`src/sv/bpra_pkg.sv`:
```
`timescale 1ns / 1ps
// Package for the bitmap page-run allocator: status codes, request kinds,
// sequencer states and fixed constants. It depends on nothing else.
package bpra_pkg;

   // Width of one free-map memory row and of the scan chunk taken each cycle, save while a new row is read.
   localparam int WORD_BITS  = 64;
   localparam int CHUNK_BITS = 8;
   localparam int PAGE_BITS  = 52;
   localparam int COUNT_BITS = 7;
   localparam int INDEX_BITS = 12;

   // Value of the top page register after reset.
   localparam logic [PAGE_BITS-1:0] TOP_RESET = 52'd4503599626584063;

   // Result status codes.
   typedef enum logic [1:0] {
      ST_OK           = 2'd0,
      ST_NO_SPACE     = 2'd1,
      ST_OUT_OF_RANGE = 2'd2
   } status_type;

   // Request kinds.
   typedef enum logic {
      ACT_ALLOC = 1'b0,
      ACT_FREE  = 1'b1
   } action_type;

   // Sequencer states.
   typedef enum logic [2:0] {
      S_CLEAR,
      S_IDLE,
      S_FCHK,
      S_RD,
      S_CHEW,
      S_ASTART,
      S_MRD,
      S_MWR
   } state_type;

endpackage

```
`src/sv/bitmap_page_run_allocator.sv`:
```
`timescale 1ns / 1ps
// Sequence: allocate reads each 64-slot map row scanned and walks it in up to eight
// 8-bit scan steps, places the run start, then reads and writes each row of
// the run to mark it and answers. Free checks the range, then marks likewise;
// a bad request answers with no scan or mark. One request at a time; busy is
// high meanwhile. After reset a clearing pass writes the free map, slot 0 in
// use. The result beat lasts one cycle on rsp_valid; no receiver stall.
// Top level: first-fit contiguous page-run allocator over a free bitmap.
// Depends on bpra_pkg. SLOTS is assumed to be a multiple of 64.
module bitmap_page_run_allocator
   import bpra_pkg::*;
#(
   parameter int SLOTS   = 4096,
   parameter int MAX_RUN = 64
) (
   input  logic                  clock,
   input  logic                  reset,
   input  logic                  start,
   output logic                  busy,
   input  logic                  req_action,
   input  logic [COUNT_BITS-1:0] req_page_count,
   input  logic [PAGE_BITS-1:0]  req_virtual_page,
   output logic                  rsp_valid,
   output logic [1:0]            rsp_status,
   output logic [INDEX_BITS-1:0] rsp_slot_index,
   output logic [PAGE_BITS-1:0]  rsp_page_out,
   input  logic                  csr_write_enable,
   input  logic [PAGE_BITS-1:0]  csr_write_data
);

   localparam int ROWS      = SLOTS / WORD_BITS;
   localparam int ROW_BITS  = (ROWS > 1) ? $clog2(ROWS) : 1;
   localparam int SLOT_BITS = $clog2(SLOTS);
   localparam int BIT_BITS  = $clog2(WORD_BITS);
   localparam int NCHUNK    = WORD_BITS / CHUNK_BITS;
   localparam int CHK_BITS  = $clog2(NCHUNK);
   localparam int KB        = $clog2(CHUNK_BITS);

   // Free map memory: one bit per slot, 1 means free.
   logic [WORD_BITS-1:0] mem [ROWS];
   logic [WORD_BITS-1:0] mem_q_ff;
   logic                 mem_we;
   logic [WORD_BITS-1:0] mem_wd;

   state_type               state_ff, state_in;
   logic                    act_ff, act_in;
   logic [COUNT_BITS-1:0]   cnt_ff, cnt_in;
   logic [PAGE_BITS-1:0]    slot_ff, slot_in;
   logic [SLOT_BITS-1:0]    start_ff, start_in;
   logic [SLOT_BITS-1:0]    end_ff, end_in;
   logic [ROW_BITS-1:0]     row_ff, row_in;
   logic [CHK_BITS-1:0]     chunk_ff, chunk_in;
   logic [COUNT_BITS-1:0]   run_ff, run_in;
   logic [PAGE_BITS-1:0]    top_ff;
   logic                    rsp_valid_ff, rsp_valid_in;
   logic [1:0]              rsp_status_ff, rsp_status_in;
   logic [INDEX_BITS-1:0]   rsp_slot_ff, rsp_slot_in;
   logic [PAGE_BITS-1:0]    rsp_page_ff, rsp_page_in;

   logic                    accept;
   logic [ROW_BITS-1:0]     start_row;
   logic [ROW_BITS-1:0]     end_row;
   logic [BIT_BITS-1:0]     lo_bit;
   logic [BIT_BITS-1:0]     hi_bit;
   logic [WORD_BITS-1:0]    mark_mask;
   logic [CHUNK_BITS-1:0]   chunk_bits;
   logic                    hit;
   logic [KB-1:0]           hit_k;
   logic [COUNT_BITS-1:0]   run_v;
   logic [SLOT_BITS-1:0]    astart;
   logic [PAGE_BITS:0]      free_end;
   logic                    req_bad_count;

   assign busy           = (state_ff != S_IDLE);
   assign accept         = start && !busy;
   assign rsp_valid      = rsp_valid_ff;
   assign rsp_status     = rsp_status_ff;
   assign rsp_slot_index = rsp_slot_ff;
   assign rsp_page_out   = rsp_page_ff;

   // Range of bits touched in the current row while marking a run.
   assign start_row = ROW_BITS'(start_ff >> BIT_BITS);
   assign end_row   = ROW_BITS'(end_ff >> BIT_BITS);
   assign lo_bit    = (row_ff == start_row) ? start_ff[BIT_BITS-1:0] : '0;
   assign hi_bit    = (row_ff == end_row) ? end_ff[BIT_BITS-1:0] : '1;
   assign mark_mask = ({WORD_BITS{1'b1}} << lo_bit) &
                      ({WORD_BITS{1'b1}} >> (BIT_BITS'(WORD_BITS - 1) - hi_bit));

   // Scan step: walk eight map bits of the current row, counting free slots.
   assign chunk_bits = mem_q_ff[chunk_ff * CHUNK_BITS +: CHUNK_BITS];
   always_comb begin
      run_v = run_ff;
      hit   = 1'b0;
      hit_k = '0;
      for (int k = 0; k < CHUNK_BITS; k++) begin
         if (!hit) begin
            if (chunk_bits[k]) begin
               run_v = run_v + 1'b1;
               if (run_v == cnt_ff) begin
                  hit   = 1'b1;
                  hit_k = KB'(k);
               end
            end else begin
               run_v = '0;
            end
         end
      end
   end

   assign astart        = end_ff + 1'b1 - SLOT_BITS'(cnt_ff);
   assign free_end      = {1'b0, slot_ff} + (PAGE_BITS + 1)'(cnt_ff);
   assign req_bad_count = (req_page_count == '0) ||
                          (int'(req_page_count) > MAX_RUN) ||
                          (int'(req_page_count) > SLOTS);

   // Sequencer: next state, datapath updates and memory write.
   always_comb begin
      state_in      = state_ff;
      act_in        = act_ff;
      cnt_in        = cnt_ff;
      slot_in       = slot_ff;
      start_in      = start_ff;
      end_in        = end_ff;
      row_in        = row_ff;
      chunk_in      = chunk_ff;
      run_in        = run_ff;
      rsp_valid_in  = 1'b0;
      rsp_status_in = rsp_status_ff;
      rsp_slot_in   = rsp_slot_ff;
      rsp_page_in   = rsp_page_ff;
      mem_we        = 1'b0;
      mem_wd        = '0;
      case (state_ff)
         S_CLEAR: begin
            mem_we = 1'b1;
            mem_wd = {WORD_BITS{1'b1}};
            if (row_ff == '0) begin
               mem_wd[0] = 1'b0;
            end
            row_in = row_ff + 1'b1;
            if (row_ff == ROW_BITS'(ROWS - 1)) begin
               row_in   = '0;
               state_in = S_IDLE;
            end
         end
         S_IDLE: begin
            if (accept) begin
               act_in  = req_action;
               cnt_in  = req_page_count;
               slot_in = top_ff - req_virtual_page;
               if (req_action == ACT_FREE) begin
                  state_in = S_FCHK;
               end else if (req_bad_count) begin
                  rsp_valid_in  = 1'b1;
                  rsp_status_in = ST_NO_SPACE;
                  rsp_slot_in   = '0;
                  rsp_page_in   = '0;
               end else begin
                  row_in   = '0;
                  chunk_in = '0;
                  run_in   = '0;
                  state_in = S_RD;
               end
            end
         end
         S_FCHK: begin
            if ((cnt_ff == '0) || (int'(cnt_ff) > MAX_RUN) ||
                (slot_ff >= PAGE_BITS'(SLOTS)) ||
                (free_end > (PAGE_BITS + 1)'(SLOTS))) begin
               rsp_valid_in  = 1'b1;
               rsp_status_in = ST_OUT_OF_RANGE;
               rsp_slot_in   = INDEX_BITS'(slot_ff);
               rsp_page_in   = '0;
               state_in      = S_IDLE;
            end else begin
               start_in = SLOT_BITS'(slot_ff);
               end_in   = SLOT_BITS'(free_end - 1'b1);
               row_in   = ROW_BITS'(slot_ff >> BIT_BITS);
               state_in = S_MRD;
            end
         end
         S_RD: begin
            state_in = S_CHEW;
         end
         S_CHEW: begin
            run_in = run_v;
            if (hit) begin
               end_in   = SLOT_BITS'({row_ff, chunk_ff, hit_k});
               state_in = S_ASTART;
            end else begin
               chunk_in = chunk_ff + 1'b1;
               if (chunk_ff == CHK_BITS'(NCHUNK - 1)) begin
                  if (row_ff == ROW_BITS'(ROWS - 1)) begin
                     rsp_valid_in  = 1'b1;
                     rsp_status_in = ST_NO_SPACE;
                     rsp_slot_in   = '0;
                     rsp_page_in   = '0;
                     state_in      = S_IDLE;
                  end else begin
                     row_in   = row_ff + 1'b1;
                     state_in = S_RD;
                  end
               end
            end
         end
         S_ASTART: begin
            start_in = astart;
            row_in   = ROW_BITS'(astart >> BIT_BITS);
            state_in = S_MRD;
         end
         S_MRD: begin
            if (act_ff == ACT_ALLOC) begin
               rsp_page_in = top_ff - PAGE_BITS'(start_ff);
            end else begin
               rsp_page_in = '0;
            end
            state_in = S_MWR;
         end
         S_MWR: begin
            mem_we = 1'b1;
            if (act_ff == ACT_ALLOC) begin
               mem_wd = mem_q_ff & ~mark_mask;
            end else begin
               mem_wd = mem_q_ff | mark_mask;
            end
            if (row_ff == end_row) begin
               rsp_valid_in  = 1'b1;
               rsp_status_in = ST_OK;
               rsp_slot_in   = INDEX_BITS'(start_ff);
               state_in      = S_IDLE;
            end else begin
               row_in   = row_ff + 1'b1;
               state_in = S_MRD;
            end
         end
         default: begin
            state_in = S_IDLE;
         end
      endcase
   end

   // Free map memory with registered read.
   always_ff @(posedge clock) begin
      if (mem_we) begin
         mem[row_ff] <= mem_wd;
      end
      mem_q_ff <= mem[row_ff];
   end

   // Control state.
   always_ff @(posedge clock) begin
      if (reset) begin
         state_ff     <= S_CLEAR;
         row_ff       <= '0;
         rsp_valid_ff <= 1'b0;
         top_ff       <= TOP_RESET;
      end else begin
         state_ff     <= state_in;
         row_ff       <= row_in;
         rsp_valid_ff <= rsp_valid_in;
         if (csr_write_enable) begin
            top_ff <= csr_write_data;
         end
      end
   end

   // Datapath registers.
   always_ff @(posedge clock) begin
      act_ff        <= act_in;
      cnt_ff        <= cnt_in;
      slot_ff       <= slot_in;
      start_ff      <= start_in;
      end_ff        <= end_in;
      chunk_ff      <= chunk_in;
      run_ff        <= run_in;
      rsp_status_ff <= rsp_status_in;
      rsp_slot_ff   <= rsp_slot_in;
      rsp_page_ff   <= rsp_page_in;
   end

   // The memory is written only by the clearing pass or a mark step.
   a_mem_write_src: assert property (@(posedge clock) disable iff (reset)
      mem_we |-> (state_ff == S_CLEAR || state_ff == S_MWR))
      else $error("free map written outside clear or mark");

   // A result beat always lands with the sequencer back at idle.
   a_rsp_idle: assert property (@(posedge clock) disable iff (reset)
      rsp_valid_ff |-> (state_ff == S_IDLE))
      else $error("result beat while sequencer busy");

   // An accepted request either answers at once or keeps the block busy.
   a_accept_progress: assert property (@(posedge clock) disable iff (reset)
      accept |=> (busy || rsp_valid_ff))
      else $error("accepted request lost");

   // Marking stays within the rows of the run.
   a_mark_rows: assert property (@(posedge clock) disable iff (reset)
      (state_ff == S_MWR) |-> (row_ff >= start_row && row_ff <= end_row))
      else $error("mark row outside run");

endmodule
```
`config.mk`:
```
export PLATFORM = sky130hd
export DESIGN_NAME = bitmap_page_run_allocator
export DESIGN_NICKNAME = d
export VERILOG_FILES = /design/src/sv/bpra_pkg.sv /design/src/sv/bitmap_page_run_allocator.sv
export SDC_FILE = /design/constraint.sdc
export NUM_CORES = 2
export LEC_CHECK = 0
export BUFFER_PORTS_ARGS = -buffer_cell sky130_fd_sc_hd__buf_4
export CAP_MARGIN = 20
export CORE_MARGIN = 2
export CORE_UTILIZATION = 60
export DETAILED_ROUTE_END_ITERATION = 7
export PLACE_DENSITY = 0.76
export SLEW_MARGIN = 10
export SYNTH_ARGS = -nofsm -noshare
export SYNTH_HDL_FRONTEND = slang
export SYNTH_SLANG_ARGS = --single-unit
export TNS_END_PERCENT = 5
```
`constraint.sdc`:
```
create_clock -name clock -period 36.2 [get_ports clock]
set_clock_uncertainty 0.15 [all_clocks]
set_input_delay 3.62 -clock clock [delete_from_list [all_inputs] [get_ports clock]]
set_output_delay 3.62 -clock clock [all_outputs]
set_load 0.01 [all_outputs]
```
==> impl_metrics.prom <==
# TYPE chip_impl_metric gauge
chip_impl_info{name="run_status",value="complete, but fails checks"} 1
chip_impl_info{name="failed_checks",value="design-rule violations"} 1
chip_impl_metric{name="synth_cell_type_count",unit=""} 115
chip_impl_metric{name="placementRows",unit=""} 194
chip_impl_info{name="synthTopCellsByArea",value="sky130_fd_sc_hd__edfxtp_1, sky130_fd_sc_hd__a22oi_1, sky130_fd_sc_hd__a221oi_1"} 1
chip_impl_metric{name="clock_power_share",unit=""} 0.413
chip_impl_metric{name="regArea",unit="mm^2"} 0.130
chip_impl_info{name="yosys-top-cells-count",value="sky130_fd_sc_hd__edfxtp_1, sky130_fd_sc_hd__a22oi_1, sky130_fd_sc_hd__clkbuf_1, sky130_fd_sc_hd__a221oi_1, sky130_fd_sc_hd__a22o_1"} 1
chip_impl_metric{name="postRouteAntennaNets",unit=""} 0
chip_impl_metric{name="final_critical_path_setup_slack",unit="ns"} 22.61
chip_impl_metric{name="layout.filler_cells",unit=""} 17000
chip_impl_metric{name="core_outline_area",unit="mm^2"} 0.279
chip_impl_metric{name="grt_usage",unit=""} 0.380
chip_impl_info{name="rsz0062_at_grt",value="false"} 1
chip_impl_metric{name="dp_hpwl",unit="um"} 290000
chip_impl_metric{name="layout_min_cycle_time",unit="ns"} 13.59
chip_impl_metric{name="grt_max_degree",unit=""} 118
chip_impl_metric{name="maxSlewViolCount",unit=""} 0
chip_impl_metric{name="number_of_buffers_and_inverters_on_the_critical_path",unit=""} 2
chip_impl_metric{name="buffer_ports.inserted",unit=""} 183
chip_impl_metric{name="ys_seq_area_frac",unit=""} 0.776
chip_impl_metric{name="power.internal",unit="mW"} 8.21
chip_impl_metric{name="max_fanout_on_critical_path",unit=""} 18
chip_impl_metric{name="count_of_flip_flops_with_a_built_in_enable_after_synthesis",unit=""} 4256
chip_impl_info{name="kind_of_cell_with_the_highest_combined_delay_on_the_critical_path",value="compound AO/OA/AOI/OAI gates"} 1
chip_impl_metric{name="finalCritPeriodShare",unit=""} 0.375
chip_impl_info{name="crit_path_frequent_cell",value="sky130_fd_sc_hd__ha_1"} 1
chip_impl_info{name="tritoncts_clock_tree",value="built"} 1
chip_impl_metric{name="post-place-ws",unit="ns"} 22.65
chip_impl_metric{name="drc",unit=""} 12
chip_impl_metric{name="timing.reg2reg.worst_path_depth",unit=""} 34
chip_impl_metric{name="antenna_found_initial",unit=""} 21
chip_impl_metric{name="cp_num_cells",unit=""} 34
chip_impl_metric{name="synth.yosys.warnings",unit=""} 0
chip_impl_info{name="worst_hold_path_type",value="reg -> reg"} 1
chip_impl_metric{name="grt_pass1_vias",unit=""} 104000
chip_impl_info{name="path_class",value="reg -> reg"} 1
chip_impl_metric{name="crit_required",unit="ns"} 36.66
chip_impl_metric{name="gate_count_of_the_mapped_netlist",unit=""} 9988
chip_impl_metric{name="insertion_delay",unit="ns"} 1.01
chip_impl_metric{name="final_total_power",unit="mW"} 10.6
chip_impl_metric{name="grt_overflow_total",unit=""} 0
chip_impl_metric{name="nNetsFinal",unit=""} 10500
chip_impl_metric{name="cts_sinks",unit=""} 4382
chip_impl_metric{name="power.switching",unit="mW"} 2.42
chip_impl_info{name="cp-end-kind",value="flip-flop"} 1
chip_impl_metric{name="cts.hold.buffers_added",unit=""} 0
chip_impl_metric{name="numCtsBuffers",unit=""} 415
chip_impl_metric{name="syn-num-nets",unit=""} 10200
chip_impl_metric{name="comb_pwr_share",unit=""} 0.066
chip_impl_info{name="yosysTopAreaCell",value="sky130_fd_sc_hd__edfxtp_1"} 1
chip_impl_metric{name="yosys_register_bits",unit=""} 4382
chip_impl_metric{name="worst-r2r-setup-slack",unit="ns"} 22.61
chip_impl_metric{name="gp_routability_congestion",unit=""} 0.956
chip_impl_metric{name="tightest_slew",unit="ns"} 1.27
chip_impl_metric{name="post_drt_via_cell_ratio",unit=""} 7.48
chip_impl_metric{name="slew_headroom",unit=""} 0.154
chip_impl_metric{name="critical_path.max_stage_delay",unit="ns"} 1.00
chip_impl_metric{name="setup_tns",unit="ns"} 0
chip_impl_info{name="timing.rr.end",value="end_ff[2]"} 1
chip_impl_info{name="critPathCapture",value="end_ff[2]"} 1
chip_impl_metric{name="netlist.area_leader.share",unit=""} 0.761
chip_impl_info{name="critPathLaunch",value="chunk_ff[2]"} 1
chip_impl_metric{name="first_pass_grt_wire_length",unit="um"} 768000
chip_impl_metric{name="post_cts_resize_count",unit=""} 0
chip_impl_metric{name="floorplan.die.width",unit="um"} 533
chip_impl_metric{name="die_h",unit="um"} 533
chip_impl_metric{name="initial_utilization",unit=""} 0.602
chip_impl_metric{name="floorplan.die_area",unit="mm^2"} 0.284
chip_impl_info{name="clockRootBuffer",value="sky130_fd_sc_hd__clkbuf_16"} 1
chip_impl_metric{name="path_clk_slew",unit="ns"} 0.06
chip_impl_metric{name="post_cts.repair.setup_buffers",unit=""} 0
chip_impl_metric{name="boundary_pin_count",unit=""} 184
chip_impl_metric{name="areal_power_density_over_the_cells",unit="mW/mm^2"} 56.0
chip_impl_metric{name="hold_viol",unit=""} 0
chip_impl_metric{name="post-route-util",unit=""} 0.681
chip_impl_metric{name="clk_path_buf_depth",unit=""} 4
chip_impl_metric{name="multi_input_comb_area",unit="mm^2"} 0.0361
chip_impl_info{name="cp_slowest_cell",value="sky130_fd_sc_hd__edfxtp_1"} 1
chip_impl_metric{name="power_frac_seq",unit=""} 0.522
chip_impl_metric{name="num_vias",unit=""} 108000
chip_impl_info{name="regToRegStartpoint",value="chunk_ff[2]"} 1
chip_impl_metric{name="switching_share",unit=""} 0.228
chip_impl_metric{name="post_route_cells_drive_above_1_share",unit=""} 0.129
chip_impl_metric{name="setup_violations",unit=""} 0
chip_impl_metric{name="ys_async_sr_fraction",unit=""} 0
chip_impl_metric{name="h-tree-depth",unit=""} 5
chip_impl_metric{name="drt_pass1_iterations",unit=""} 8
chip_impl_metric{name="cellLeakagePower",unit="nW"} 57.1
chip_impl_metric{name="drt_first_iter_violations",unit=""} 20000
chip_impl_metric{name="maxCapViolCount",unit=""} 0
chip_impl_metric{name="worst_ep_arrival_time",unit="ns"} 14.05
chip_impl_metric{name="wirelength",unit="um"} 550000
chip_impl_metric{name="synth.cell_area",unit="mm^2"} 0.168
chip_impl_metric{name="top_achievable_clock_speed",unit="GHz"} 0.0736
chip_impl_metric{name="syn_area_per_cell",unit="um^2"} 16.8
chip_impl_info{name="synth-main-ff-cell",value="sky130_fd_sc_hd__edfxtp_1"} 1
chip_impl_metric{name="syn2layout_area_growth",unit="%"} 13.0
chip_impl_info{name="start_kind",value="flip-flop"} 1
chip_impl_info{name="synth_most_common_cell",value="sky130_fd_sc_hd__edfxtp_1"} 1
chip_impl_metric{name="peakVddDrop",unit="uV"} 50.5
chip_impl_metric{name="routed_wire_length_per_instance",unit="um"} 38.2
[worst min path at each step]
stage,to,depth (start not counted),slack [ns],start
6_report,top_ff[9],2,0.38,top_ff[9]
5_1_grt,top_ff[9],2,0.41,top_ff[9]
4_1_cts,top_ff[9],2,0.38,top_ff[9]
3_5_place_dp,top_ff[9],2,0.36,top_ff[9]
3_3_place_gp,top_ff[10],2,0.35,top_ff[10]
2_1_floorplan,top_ff[2],2,0.32,top_ff[2]
[sequential cells by signal, summed over array words and instances (netlist names), 7 cells and up]
signal          flops
rsp_page_out       52
cnt_ff              7
mem              4096
rsp_slot_index     12
run_ff              7
top_ff             52
end_ff             12
mem_q_ff           64
slot_ff            52
start_ff           12
[metal layers]
layer | global-route usage | part of all wire | vias to the layer above | wire length (um)
met3 | 0.124 | 0.17 | 2203 | 90800
met5 | 0 | 0.00024 | - | 132
met2 | 0.563 | 0.44 | 10500 | 239000
li1 | - | - | 42200 | -
met1 | 0.501 | 0.33 | 52800 | 181000
met4 | 0.212 | 0.071 | 20 | 39100
[power by group through the flow]
stage | clock [mW] | combinational (mW) | sequential [mW]
floorplan | 0 | 0.426 | 5.63
global placement | 0 | 0.663 | 5.65
detailed placement | 0 | 0.670 | 5.65
CTS | 4.37 | 0.677 | 5.54
global route | 4.56 | 0.731 | 5.54
finish | 4.38 | 0.699 | 5.55
[tightest hold or removal path, cell delays in order (launching register included)]
cell and delay, ns:
sky130_fd_sc_hd__dfxtp_1 0.36, sky130_fd_sc_hd__mux2i_1 0.08, sky130_fd_sc_hd__nand2_1 0.06
[cells by family (layout without fill, tap and decap cells)]
group,Yosys count,count (layout),share of synthesized area
flops,4382,4382,0.776
xor+xnor,186,186,0.0105
fa+ha+maj,104,104,0.00793
buf+inv,761,1422,0.0173
simple gates,1205,1205,0.0367
other cells,0,14,0
mux,169,169,0.0113
compound gates,3181,3181,0.140
[per-stage QoR]
| step | hold slack (ns) | cells | cell area [um^2] |
|---|---|---|---|
| 6_report | 0.379 | 14400 | 190000 |
| 5_1_grt | 0.407 | 14400 | 190000 |
| 4_1_cts | 0.380 | 14400 | 190000 |
| 3_5_place_dp | 0.363 | 13600 | 176000 |
| 3_3_place_gp | 0.349 | 13600 | 175000 |
| 2_1_floorplan | 0.323 | 9988 | 168000 |
[placed cells by master (no fill, tap or decap), drive strengths merged, types with 254 or more instances in the layout]
cell type	count
nor2	292
a21oi	276
edfxtp	4256
a31oi	294
buf	528
clkbuf	541
a221oi	312
a22o	303
a22oi	1469
nand2	254
[cell type report]
cell class / count / share of cell area
sequential: 4382 / 0.686
multi-input combinational: 4845 / 0.190
clock buffer: 541 / 0.0589
tap: 3724 / 0.0245
timing repair buffer: 528 / 0.0243
clock inverter: 226 / 0.0133
inverter: 127 / 0.00251
antenna: 14 / 0.000185
(Power assumes the default switching activity.)
